===== src/palette_lookup_or_allocate_macros.svh =====
// Assertion macros shared by the palette lookup block
`ifndef PALETTE_LOOKUP_OR_ALLOCATE_MACROS_SVH
`define PALETTE_LOOKUP_OR_ALLOCATE_MACROS_SVH

// cond must hold at every clock edge out of reset
`define PLO_ASSERT_ALWAYS(label, cond, msg) \
    label: assert property (@(posedge clk) disable iff (!rst_n) (cond)) else $error(msg);

// cons must hold in the same cycle as ante
`define PLO_ASSERT_IMPL(label, ante, cons, msg) \
    label: assert property (@(posedge clk) disable iff (!rst_n) (ante) |-> (cons)) \
        else $error(msg);

// cons must hold in the cycle after ante
`define PLO_ASSERT_NEXT(label, ante, cons, msg) \
    label: assert property (@(posedge clk) disable iff (!rst_n) (ante) |=> (cons)) \
        else $error(msg);

`endif


===== src/plo_pkg.sv =====
// Package: constants, types and helpers of the palette lookup block
`timescale 1ns / 1ps

package plo_pkg;

    localparam int TABLE_ENTRIES_DEF = 32;
    localparam int PAIR_BASE         = 64;
    localparam int FIRST_SLOT        = 32;

    localparam int RGB_W      = 24;
    localparam int COMP_W     = 8;
    localparam int PAIR_W     = 7;
    localparam int SLOT_W     = 15;
    localparam int LEVEL_W    = 10;
    localparam int CFG_IDX_W  = 1;
    localparam int CFG_DATA_W = 15;

    localparam logic [SLOT_W-1:0] COLOR_LIMIT_RST = SLOT_W'(256);
    localparam logic [SLOT_W-1:0] FIRST_SLOT_VAL  = SLOT_W'(FIRST_SLOT);
    localparam logic [PAIR_W-1:0] PAIR_LO         = PAIR_W'(PAIR_BASE % 128);

    // c*1000/255 == c*200/51; 200*ceil(2^24/51) keeps the error below 1/51
    localparam int SCALE_PROD_W = 34;
    localparam int SCALE_SHIFT  = 24;
    localparam logic [SCALE_PROD_W-1:0] SCALE_MUL = SCALE_PROD_W'(65793200);

    typedef enum logic [CFG_IDX_W-1:0] {
        CFG_ENABLE      = 1'b0,
        CFG_COLOR_LIMIT = 1'b1
    } cfg_reg_t;

    // request token walking down the cell chain
    typedef struct packed {
        logic              vld;
        logic              alloc_ok;
        logic              hit;
        logic              alloc;
        logic [RGB_W-1:0]  rgb;
        logic [PAIR_W-1:0] pair;
    } cell_tok_t;

    function automatic logic [LEVEL_W-1:0] scale_level(input logic [COMP_W-1:0] comp);
        logic [SCALE_PROD_W-1:0] prod;
        prod = SCALE_PROD_W'(comp) * SCALE_MUL;
        return prod[SCALE_SHIFT +: LEVEL_W];
    endfunction

endpackage


===== src/plo_req_if.sv =====
// Request channel: one RGB color per beat
`timescale 1ns / 1ps

interface plo_req_if;
    logic                     valid;
    logic                     ready;
    logic [plo_pkg::RGB_W-1:0] rgb;

    modport source (output valid, output rgb, input ready);
    modport sink   (input valid, input rgb, output ready);
endinterface


===== src/plo_rsp_if.sv =====
// Response channel: pair number and allocation data per beat
`timescale 1ns / 1ps

interface plo_rsp_if;
    logic                        valid;
    logic                        ready;
    logic [plo_pkg::PAIR_W-1:0]  pair_number;
    logic                        allocated;
    logic [plo_pkg::SLOT_W-1:0]  color_slot;
    logic [plo_pkg::LEVEL_W-1:0] red_level;
    logic [plo_pkg::LEVEL_W-1:0] green_level;
    logic [plo_pkg::LEVEL_W-1:0] blue_level;

    modport source (output valid, output pair_number, output allocated, output color_slot,
                    output red_level, output green_level, output blue_level, input ready);
    modport sink   (input valid, input pair_number, input allocated, input color_slot,
                    input red_level, input green_level, input blue_level, output ready);
endinterface


===== src/plo_cfg_if.sv =====
// Configuration write channel: register index and data per beat
`timescale 1ns / 1ps

interface plo_cfg_if;
    logic                           valid;
    logic                           ready;
    plo_pkg::cfg_reg_t              index;
    logic [plo_pkg::CFG_DATA_W-1:0] data;

    modport source (output valid, output index, output data, input ready);
    modport sink   (input valid, input index, input data, output ready);
endinterface


===== src/plo_cell.sv =====
// One table cell: holds an entry, compares the passing token, claims it on a miss
`timescale 1ns / 1ps

module plo_cell #(
    parameter int INDEX = 0
) (
    input  logic               clk,
    input  logic               rst_n,
    input  logic               adv,
    input  logic               upstream_full,
    input  plo_pkg::cell_tok_t tok_in,
    output plo_pkg::cell_tok_t tok_out,
    output logic               entry_full
);

    localparam int PW = plo_pkg::PAIR_W;
    localparam logic [PW-1:0] CELL_PAIR = PW'((plo_pkg::PAIR_BASE + INDEX) % 128);

    plo_pkg::cell_tok_t             tok_reg;
    plo_pkg::cell_tok_t             tok_next;
    logic                           full_reg;
    logic                           full_next;
    logic [plo_pkg::RGB_W-1:0]      color_reg;
    logic                           match;
    logic                           take;

    // only the first empty cell can claim, since entries fill in order
    assign match = tok_in.vld && full_reg && !tok_in.hit && (color_reg == tok_in.rgb);
    assign take  = tok_in.vld && tok_in.alloc_ok && !tok_in.hit && !tok_in.alloc
                   && !full_reg && upstream_full;

    always_comb
    begin
        tok_next  = tok_in;
        full_next = full_reg | take;
        if (match)
        begin
            tok_next.hit  = 1'b1;
            tok_next.pair = CELL_PAIR;
        end
        if (take)
        begin
            tok_next.alloc = 1'b1;
            tok_next.pair  = CELL_PAIR;
        end
    end

    always_ff @(posedge clk or negedge rst_n)
    begin
        if (!rst_n)
        begin
            tok_reg  <= '0;
            full_reg <= 1'b0;
        end
        else if (adv)
        begin
            tok_reg  <= tok_next;
            full_reg <= full_next;
        end
    end

    always_ff @(posedge clk)
    begin
        if (adv && take)
        begin
            color_reg <= tok_in.rgb;
        end
    end

    assign tok_out    = tok_reg;
    assign entry_full = full_reg;

endmodule


===== src/palette_lookup_or_allocate.sv =====
// Top level: color table lookup or allocate built from a chain of cells
//
//  channel | dir | payload                                    | beat when
//  --------+-----+--------------------------------------------+------------------
//  req     | in  | rgb                                        | valid && ready
//  rsp     | out | pair_number allocated color_slot *_level   | valid && ready
//  cfg     | in  | index data                                 | valid && ready
//
// A request walks the cell chain one cell per cycle and is then loaded into
// the response register; one request is in flight. A stalled response freezes
// the chain once a token sits in the last cell. A new request is taken the cycle
// after the response register is loaded, even while that response still waits.
// Reset empties the table and restores the registers; cfg is always ready.
`timescale 1ns / 1ps
`include "palette_lookup_or_allocate_macros.svh"

module palette_lookup_or_allocate #(
    parameter int TABLE_ENTRIES = plo_pkg::TABLE_ENTRIES_DEF
) (
    input logic          clk,
    input logic          rst_n,
    plo_cfg_if.sink      cfg,
    plo_req_if.sink      req,
    plo_rsp_if.source    rsp
);

    localparam int CNT_W = $clog2(TABLE_ENTRIES + 1);
    localparam int PW    = plo_pkg::PAIR_W;
    localparam int SW    = plo_pkg::SLOT_W;
    localparam int LW    = plo_pkg::LEVEL_W;

    plo_pkg::cell_tok_t            tok_q [TABLE_ENTRIES];
    logic [TABLE_ENTRIES-1:0]      full_vec;
    logic [TABLE_ENTRIES-1:0]      tok_vld;
    plo_pkg::cell_tok_t            inject;
    plo_pkg::cell_tok_t            exit_tok;
    logic                          adv;
    logic                          out_load;
    logic                          req_beat;

    logic                          enable_reg,      enable_next;
    logic [SW-1:0]                 color_limit_reg, color_limit_next;
    logic [CNT_W-1:0]              count_reg,       count_next;
    logic [SW-1:0]                 next_slot_reg,   next_slot_next;
    logic                          busy_reg,        busy_next;
    logic                          out_valid_reg,   out_valid_next;

    logic [PW-1:0]                 pair_reg,        pair_next;
    logic                          alloc_reg,       alloc_next;
    logic [SW-1:0]                 slot_reg,        slot_next;
    logic [LW-1:0]                 red_reg,         red_next;
    logic [LW-1:0]                 green_reg,       green_next;
    logic [LW-1:0]                 blue_reg,        blue_next;
    logic [PW-1:0]                 last_pair;

    assign exit_tok = tok_q[TABLE_ENTRIES-1];
    assign out_load = exit_tok.vld && (!out_valid_reg || rsp.ready);
    assign adv      = !exit_tok.vld || out_load;
    assign req_beat = req.valid && req.ready;

    assign req.ready = !busy_reg;
    assign cfg.ready = 1'b1;

    // room is decided once at entry; state only moves when the token leaves
    always_comb
    begin
        inject          = '0;
        inject.vld      = req_beat;
        inject.rgb      = req.rgb;
        inject.alloc_ok = enable_reg && (count_reg < CNT_W'(TABLE_ENTRIES))
                          && (next_slot_reg < color_limit_reg);
    end

    generate
        for (genvar i = 0; i < TABLE_ENTRIES; i++)
        begin : g_cell
            if (i == 0)
            begin : g_head
                plo_cell #(.INDEX(i)) u_cell (
                    .clk           (clk),
                    .rst_n         (rst_n),
                    .adv           (adv),
                    .upstream_full (1'b1),
                    .tok_in        (inject),
                    .tok_out       (tok_q[i]),
                    .entry_full    (full_vec[i])
                );
            end
            else
            begin : g_body
                plo_cell #(.INDEX(i)) u_cell (
                    .clk           (clk),
                    .rst_n         (rst_n),
                    .adv           (adv),
                    .upstream_full (full_vec[i-1]),
                    .tok_in        (tok_q[i-1]),
                    .tok_out       (tok_q[i]),
                    .entry_full    (full_vec[i])
                );
            end
            assign tok_vld[i] = tok_q[i].vld;
        end
    endgenerate

    always_comb
    begin
        enable_next      = enable_reg;
        color_limit_next = color_limit_reg;
        if (cfg.valid && cfg.ready)
        begin
            unique case (cfg.index)
                plo_pkg::CFG_ENABLE:      enable_next      = cfg.data[0];
                plo_pkg::CFG_COLOR_LIMIT: color_limit_next = cfg.data;
                default:                  ;
            endcase
        end
    end

    assign last_pair = plo_pkg::PAIR_LO + PW'(count_reg) - PW'(1);

    always_comb
    begin
        pair_next      = '0;
        alloc_next     = 1'b0;
        slot_next      = '0;
        red_next       = '0;
        green_next     = '0;
        blue_next      = '0;
        count_next     = count_reg;
        next_slot_next = next_slot_reg;
        if (enable_reg)
        begin
            if (exit_tok.hit)
            begin
                pair_next = exit_tok.pair;
            end
            else if (exit_tok.alloc)
            begin
                pair_next  = exit_tok.pair;
                alloc_next = 1'b1;
                slot_next  = next_slot_reg;
                red_next   = plo_pkg::scale_level(exit_tok.rgb[23:16]);
                green_next = plo_pkg::scale_level(exit_tok.rgb[15:8]);
                blue_next  = plo_pkg::scale_level(exit_tok.rgb[7:0]);
                if (out_load)
                begin
                    count_next     = count_reg + CNT_W'(1);
                    next_slot_next = next_slot_reg + SW'(1);
                end
            end
            else if (count_reg != '0)
            begin
                pair_next = last_pair;
            end
        end
    end

    always_comb
    begin
        busy_next = busy_reg;
        if (req_beat)
        begin
            busy_next = 1'b1;
        end
        else if (out_load)
        begin
            busy_next = 1'b0;
        end
        out_valid_next = out_load ? 1'b1 : (rsp.ready ? 1'b0 : out_valid_reg);
    end

    always_ff @(posedge clk or negedge rst_n)
    begin
        if (!rst_n)
        begin
            enable_reg      <= 1'b0;
            color_limit_reg <= plo_pkg::COLOR_LIMIT_RST;
            count_reg       <= '0;
            next_slot_reg   <= plo_pkg::FIRST_SLOT_VAL;
            busy_reg        <= 1'b0;
            out_valid_reg   <= 1'b0;
        end
        else
        begin
            enable_reg      <= enable_next;
            color_limit_reg <= color_limit_next;
            count_reg       <= count_next;
            next_slot_reg   <= next_slot_next;
            busy_reg        <= busy_next;
            out_valid_reg   <= out_valid_next;
        end
    end

    always_ff @(posedge clk)
    begin
        if (out_load)
        begin
            pair_reg  <= pair_next;
            alloc_reg <= alloc_next;
            slot_reg  <= slot_next;
            red_reg   <= red_next;
            green_reg <= green_next;
            blue_reg  <= blue_next;
        end
    end

    assign rsp.valid       = out_valid_reg;
    assign rsp.pair_number = pair_reg;
    assign rsp.allocated   = alloc_reg;
    assign rsp.color_slot  = slot_reg;
    assign rsp.red_level   = red_reg;
    assign rsp.green_level = green_reg;
    assign rsp.blue_level  = blue_reg;

    `PLO_ASSERT_ALWAYS(a_one_token, $countones(tok_vld) <= 1, "more than one token in chain")
    `PLO_ASSERT_ALWAYS(a_count_max, count_reg <= CNT_W'(TABLE_ENTRIES), "entry count overflow")
    `PLO_ASSERT_IMPL(a_hit_xor_alloc, exit_tok.vld, !(exit_tok.hit && exit_tok.alloc), "token both hit and allocated")
    `PLO_ASSERT_NEXT(a_alloc_count, out_load && enable_reg && exit_tok.alloc && !exit_tok.hit, count_reg == $past(count_reg) + CNT_W'(1), "entry count did not advance on allocation")
    `PLO_ASSERT_IMPL(a_busy_token, $countones(tok_vld) != 0, busy_reg, "token in chain while idle")

endmodule


===== src/flat_wrapper.sv =====
// flat-port wrapper written by rule: the top's interface ports become plain ports
module palette_lookup_or_allocate_flat 
#(
    parameter int TABLE_ENTRIES = plo_pkg::TABLE_ENTRIES_DEF
)
  (clk, rst_n, cfg_valid, cfg_index, cfg_data, cfg_ready, req_valid, req_rgb, req_ready, rsp_valid, rsp_pair_number, rsp_allocated, rsp_color_slot, rsp_red_level, rsp_green_level, rsp_blue_level, rsp_ready);
  plo_cfg_if cfg_i ();
  plo_req_if req_i ();
  plo_rsp_if rsp_i ();
  input logic clk;
  input logic rst_n;
  input wire logic [$bits(cfg_i.valid)-1:0] cfg_valid;
  input wire logic [$bits(cfg_i.index)-1:0] cfg_index;
  input wire logic [$bits(cfg_i.data)-1:0] cfg_data;
  output wire logic [$bits(cfg_i.ready)-1:0] cfg_ready;
  input wire logic [$bits(req_i.valid)-1:0] req_valid;
  input wire logic [$bits(req_i.rgb)-1:0] req_rgb;
  output wire logic [$bits(req_i.ready)-1:0] req_ready;
  output wire logic [$bits(rsp_i.valid)-1:0] rsp_valid;
  output wire logic [$bits(rsp_i.pair_number)-1:0] rsp_pair_number;
  output wire logic [$bits(rsp_i.allocated)-1:0] rsp_allocated;
  output wire logic [$bits(rsp_i.color_slot)-1:0] rsp_color_slot;
  output wire logic [$bits(rsp_i.red_level)-1:0] rsp_red_level;
  output wire logic [$bits(rsp_i.green_level)-1:0] rsp_green_level;
  output wire logic [$bits(rsp_i.blue_level)-1:0] rsp_blue_level;
  input wire logic [$bits(rsp_i.ready)-1:0] rsp_ready;
  assign cfg_i.valid = cfg_valid;
  assign cfg_i.index = cfg_index;
  assign cfg_i.data = cfg_data;
  assign cfg_ready = cfg_i.ready;
  assign req_i.valid = req_valid;
  assign req_i.rgb = req_rgb;
  assign req_ready = req_i.ready;
  assign rsp_valid = rsp_i.valid;
  assign rsp_pair_number = rsp_i.pair_number;
  assign rsp_allocated = rsp_i.allocated;
  assign rsp_color_slot = rsp_i.color_slot;
  assign rsp_red_level = rsp_i.red_level;
  assign rsp_green_level = rsp_i.green_level;
  assign rsp_blue_level = rsp_i.blue_level;
  assign rsp_i.ready = rsp_ready;
  palette_lookup_or_allocate #(.TABLE_ENTRIES(TABLE_ENTRIES)) u_core (.clk(clk), .rst_n(rst_n), .cfg(cfg_i), .req(req_i), .rsp(rsp_i));
endmodule

===== config.mk =====
export PLATFORM = sky130hd
export DESIGN_NAME = palette_lookup_or_allocate_flat
export DESIGN_NICKNAME = d
export VERILOG_FILES = /design/src/plo_pkg.sv /design/src/plo_req_if.sv /design/src/plo_rsp_if.sv /design/src/plo_cfg_if.sv /design/src/plo_cell.sv /design/src/palette_lookup_or_allocate.sv /design/src/flat_wrapper.sv
export VERILOG_INCLUDE_DIRS = /design/src /design/src/src
export SDC_FILE = /design/constraint.sdc
export NUM_CORES = 2
export LEC_CHECK = 0
export BUFFER_PORTS_ARGS = -buffer_cell sky130_fd_sc_hd__buf_2
export CAP_MARGIN = 20
export CORE_MARGIN = 2
export CORE_UTILIZATION = 25
export CTS_CLUSTER_SIZE = 10
export DETAILED_ROUTE_END_ITERATION = 7
export PLACE_DENSITY = 0.36
export SLEW_MARGIN = 40
export SYNTH_ARGS = -nofsm -noshare
export SYNTH_HDL_FRONTEND = slang
export SYNTH_SLANG_ARGS = --single-unit

===== constraint.sdc =====
create_clock -name clk -period 8.6 [get_ports clk]
set_input_delay 1.72 -clock clk [delete_from_list [all_inputs] [get_ports clk]]
set_output_delay 1.72 -clock clk [all_outputs]
set_load 0.05 [all_outputs]

==> out/qor.yml <==
largest_reg_flops: 1027
die_w_um: 588
power_w: 0.0241
die_y_um: 588
status: "finished, final reports clean"
clk_pin_slew_worst_paths_ns: 0.06
syn_nets: 7953
slew_viol_final: 0
portBuffers: 99
synth-edff-count: 821
cts_tree: "done"
synth-seq-cells: 1948
start_util_pct: 25.1
clock-sinks: 1948
area_growth_pct: 15.8
grt_usage_pct: 12.7
core_um2: 340000
num_rows: 214
synthTopCellsByArea: "dfrtp_1 33%, edfxtp_1 29%, nand2_1 11%"
multiInputGateArea_um2: 30200
ys.flop_type: "dfrtp_1"
worstSetupStartpointType: "flop"
final_util_pct: 29.0
relSlewSlack_pct: 43.6
crit_fanout: 7
drive_gt1_share_pct: 7.07
globalplace.congestion: 0.782
cpPeakStageDelay_ns: 0.62
drcViolationCount: 0
grt_pass1_wl_mm: 347
antenna_found_initial: 16
htreeDepth: 4
placed_cell_area_um2: 91400
worst_pin_slew_ns: 0.846
synth.top_cells.by_count: "2582 x nand2_1, 1125 x dfrtp_1, 821 x edfxtp_1, 469 x xor2_1, 373 x inv_1"
endpoint_kind: "flop"
synth_area_leader_cell: "dfrtp_1"
timing.fmax_mhz: 195
avgRoutedWirePerCell_um: 17.6
viasPerCell: 4.20
drt_iter0_markers: 2667
synth_top_area_share_pct: 33.1
finalSetupViolCount: 0
irDropWorstVdd_mv: 0.153
fin_crit_ns: 5.14
cap_violations: 0
fin_area_um2: 98600
pin_count: 101
arrival_ns: 5.74
vias: 52200
syn_area_per_cell_um2: 11.3
seq_area_frac_synth_pct: 62.1
p_leak_nw: 42.2
numCtsBuffers: 234
crit_chain: "fa_1 > inv_1 > fa_1 > inv_1 > fa_1 > inv_1 > fa_1 > inv_1 > ha_1 > nand4_1 > or3b_4 > or3_1 > a31oi_1 > o211ai_1 > a21oi_1 > nor3b_2"
synthCells: 7538
powerDensity_nw_per_um2: 244
postCtsSetupBuffers: 0
yosys_warnings: 0
dp_hpwl_mm: 151
asyncSetResetFlopFracSynth_pct: 57.9
routed_wl_mm: 219
final_nets: 8114
layout.cells.non_filler: 12400
synth.most_common_cell: "nand2_1"
rsz0062_at_grt: "false"
min_path_type: "reg -> reg"
hold_buffers: 0
cp_slowest_cell: "fa_1"
cts.path.max_buffers: 4
synthDistinctLibCells: 75
seqCellArea_um2: 52900
clock_latency_ns: 0.90
drt_first_pass_iters: 7
cts.repair.resized: 0
fillCellCount: 35300
ant_nets: 0
synth_area_um2: 85100
grt_max_degree: 148
dp_cells: 12000
cts_root_buf: "clkbuf_16"
overflow: 0
period_share_pct: 59.8
critPathKind: "reg -> reg"
cp.required_ns: 9.21
dieArea_um2: 345000
worst_clock_skew_ns: 0.0659
hold_violations: 0
setup_tns_ns: 0
grt_pass1_vias: 55200
[area by class of cell]
| cell class | instances | share of cell area [%] |
|---|---|---|
| Clock buffer | 404 | 6.87 |
| Inverter | 374 | 1.42 |
| Antenna cell | 9 | 0.0228 |
| Multi-Input combinational cell | 4975 | 30.6 |
| Clock inverter | 27 | 0.354 |
| Timing Repair Buffer | 166 | 1.38 |
| Sequential cell | 1948 | 53.6 |
| Tap cell | 4536 | 5.76 |
[cells by family (layout without fill, tap and decap cells)]
| family | Yosys count | after routing | synth area share [%] |
|---|---|---|---|
| AND/OR/NAND/NOR | 3315 | 3315 | 16.0 |
| flip-flops | 1948 | 1948 | 62.1 |
| XOR/XNOR | 815 | 815 | 8.38 |
| buffers and inverters | 615 | 971 | 2.72 |
| AO/OA/AOI/OAI | 450 | 450 | 3.57 |
| adder cells (fa/ha/maj) | 370 | 370 | 6.92 |
| multiplexers | 24 | 24 | 0.307 |
| other | 1 | 10 | 0.00440 |
[critical path: cells and delay by family (launching register included)]
kind | cells | cell delay [ns]
compound gates | 3 | 0.52
buf+inv | 4 | 0.32
flops | 1 | 0.50
simple gates | 4 | 0.99
fa+ha+maj | 5 | 2.48
[path summary, 6_finish.rpt]
check / slack (ns) / endpoint / cells after the start / from
worst max-delay path: 3.46 / u_core.rsp.red_level[7]$_SDFFCE_PP0P_ / 16 / u_core.g_cell[31].g_body.u_cell.tok_out[28]$_DFFE_PN0N_
max in group asynchronous: 5.83 / u_core.g_cell[21].g_body.u_cell.tok_out[25]$_DFFE_PN0N_ / 4 / rst_n
min in group asynchronous: 0.74 / u_core.g_cell[9].g_body.u_cell.tok_out[16]$_DFFE_PN0N_ / 1 / rst_n
worst min-delay path: 0.46 / u_core.g_cell[28].g_body.u_cell.tok_out[4]$_DFFE_PN0N_ / 1 / u_core.g_cell[27].g_body.u_cell.tok_out[4]$_DFFE_PN0N_
worst min register to register: 0.46 / u_core.g_cell[28].g_body.u_cell.tok_out[4]$_DFFE_PN0N_ / 1 / u_core.g_cell[27].g_body.u_cell.tok_out[4]$_DFFE_PN0N_
worst max register to register: 3.46 / u_core.rsp.red_level[7]$_SDFFCE_PP0P_ / 16 / u_core.g_cell[31].g_body.u_cell.tok_out[28]$_DFFE_PN0N_
[where the power goes]
part,internal (W),switching [W]
sequential,0.00998,0.000392
clock,0.00540,0.00396
combinational,0.00176,0.00256
total,0.0171,0.00692
[metrics by stage]
step | setup WS, ns | hold slack [ns]
after floorplan | 3.89 | 0.438
after global placement | 3.51 | 0.463
after detailed placement | 3.51 | 0.462
after CTS | 3.42 | 0.448
after global routing | 3.13 | 0.484
final | 3.46 | 0.461
[routing by layer]
| layer | track usage (%) | routed length, um | vias up |
|---|---|---|---|
| li1 | - | - | 25200 |
| met1 | 17.6 | 104000 | 26200 |
| met2 | 20.8 | 103000 | 532 |
| met3 | 1.67 | 6340 | 328 |
| met4 | 3.51 | 5760 | 0 |
| met5 | 0 | 0 | - |
[cells in the final DEF, fill, tap and decap left out, drive strengths merged, types with 15 or more instances in the layout]
cell	instances
nor2	201
fa	168
o21ai	117
a21o	31
nand2	2582
nor4	121
a21oi	98
dfrtp	1125
nand3	87
edfxtp	821
mux2	17
xor2	469
xnor2	346
and2	23
nor2b	37
nor3	45
nand4	147
inv	381
clkinv	15
clkbuf	404
and3	15
o22a	90
or2	40
buf	166
ha	202
Power figures use the tool's default switching activity.
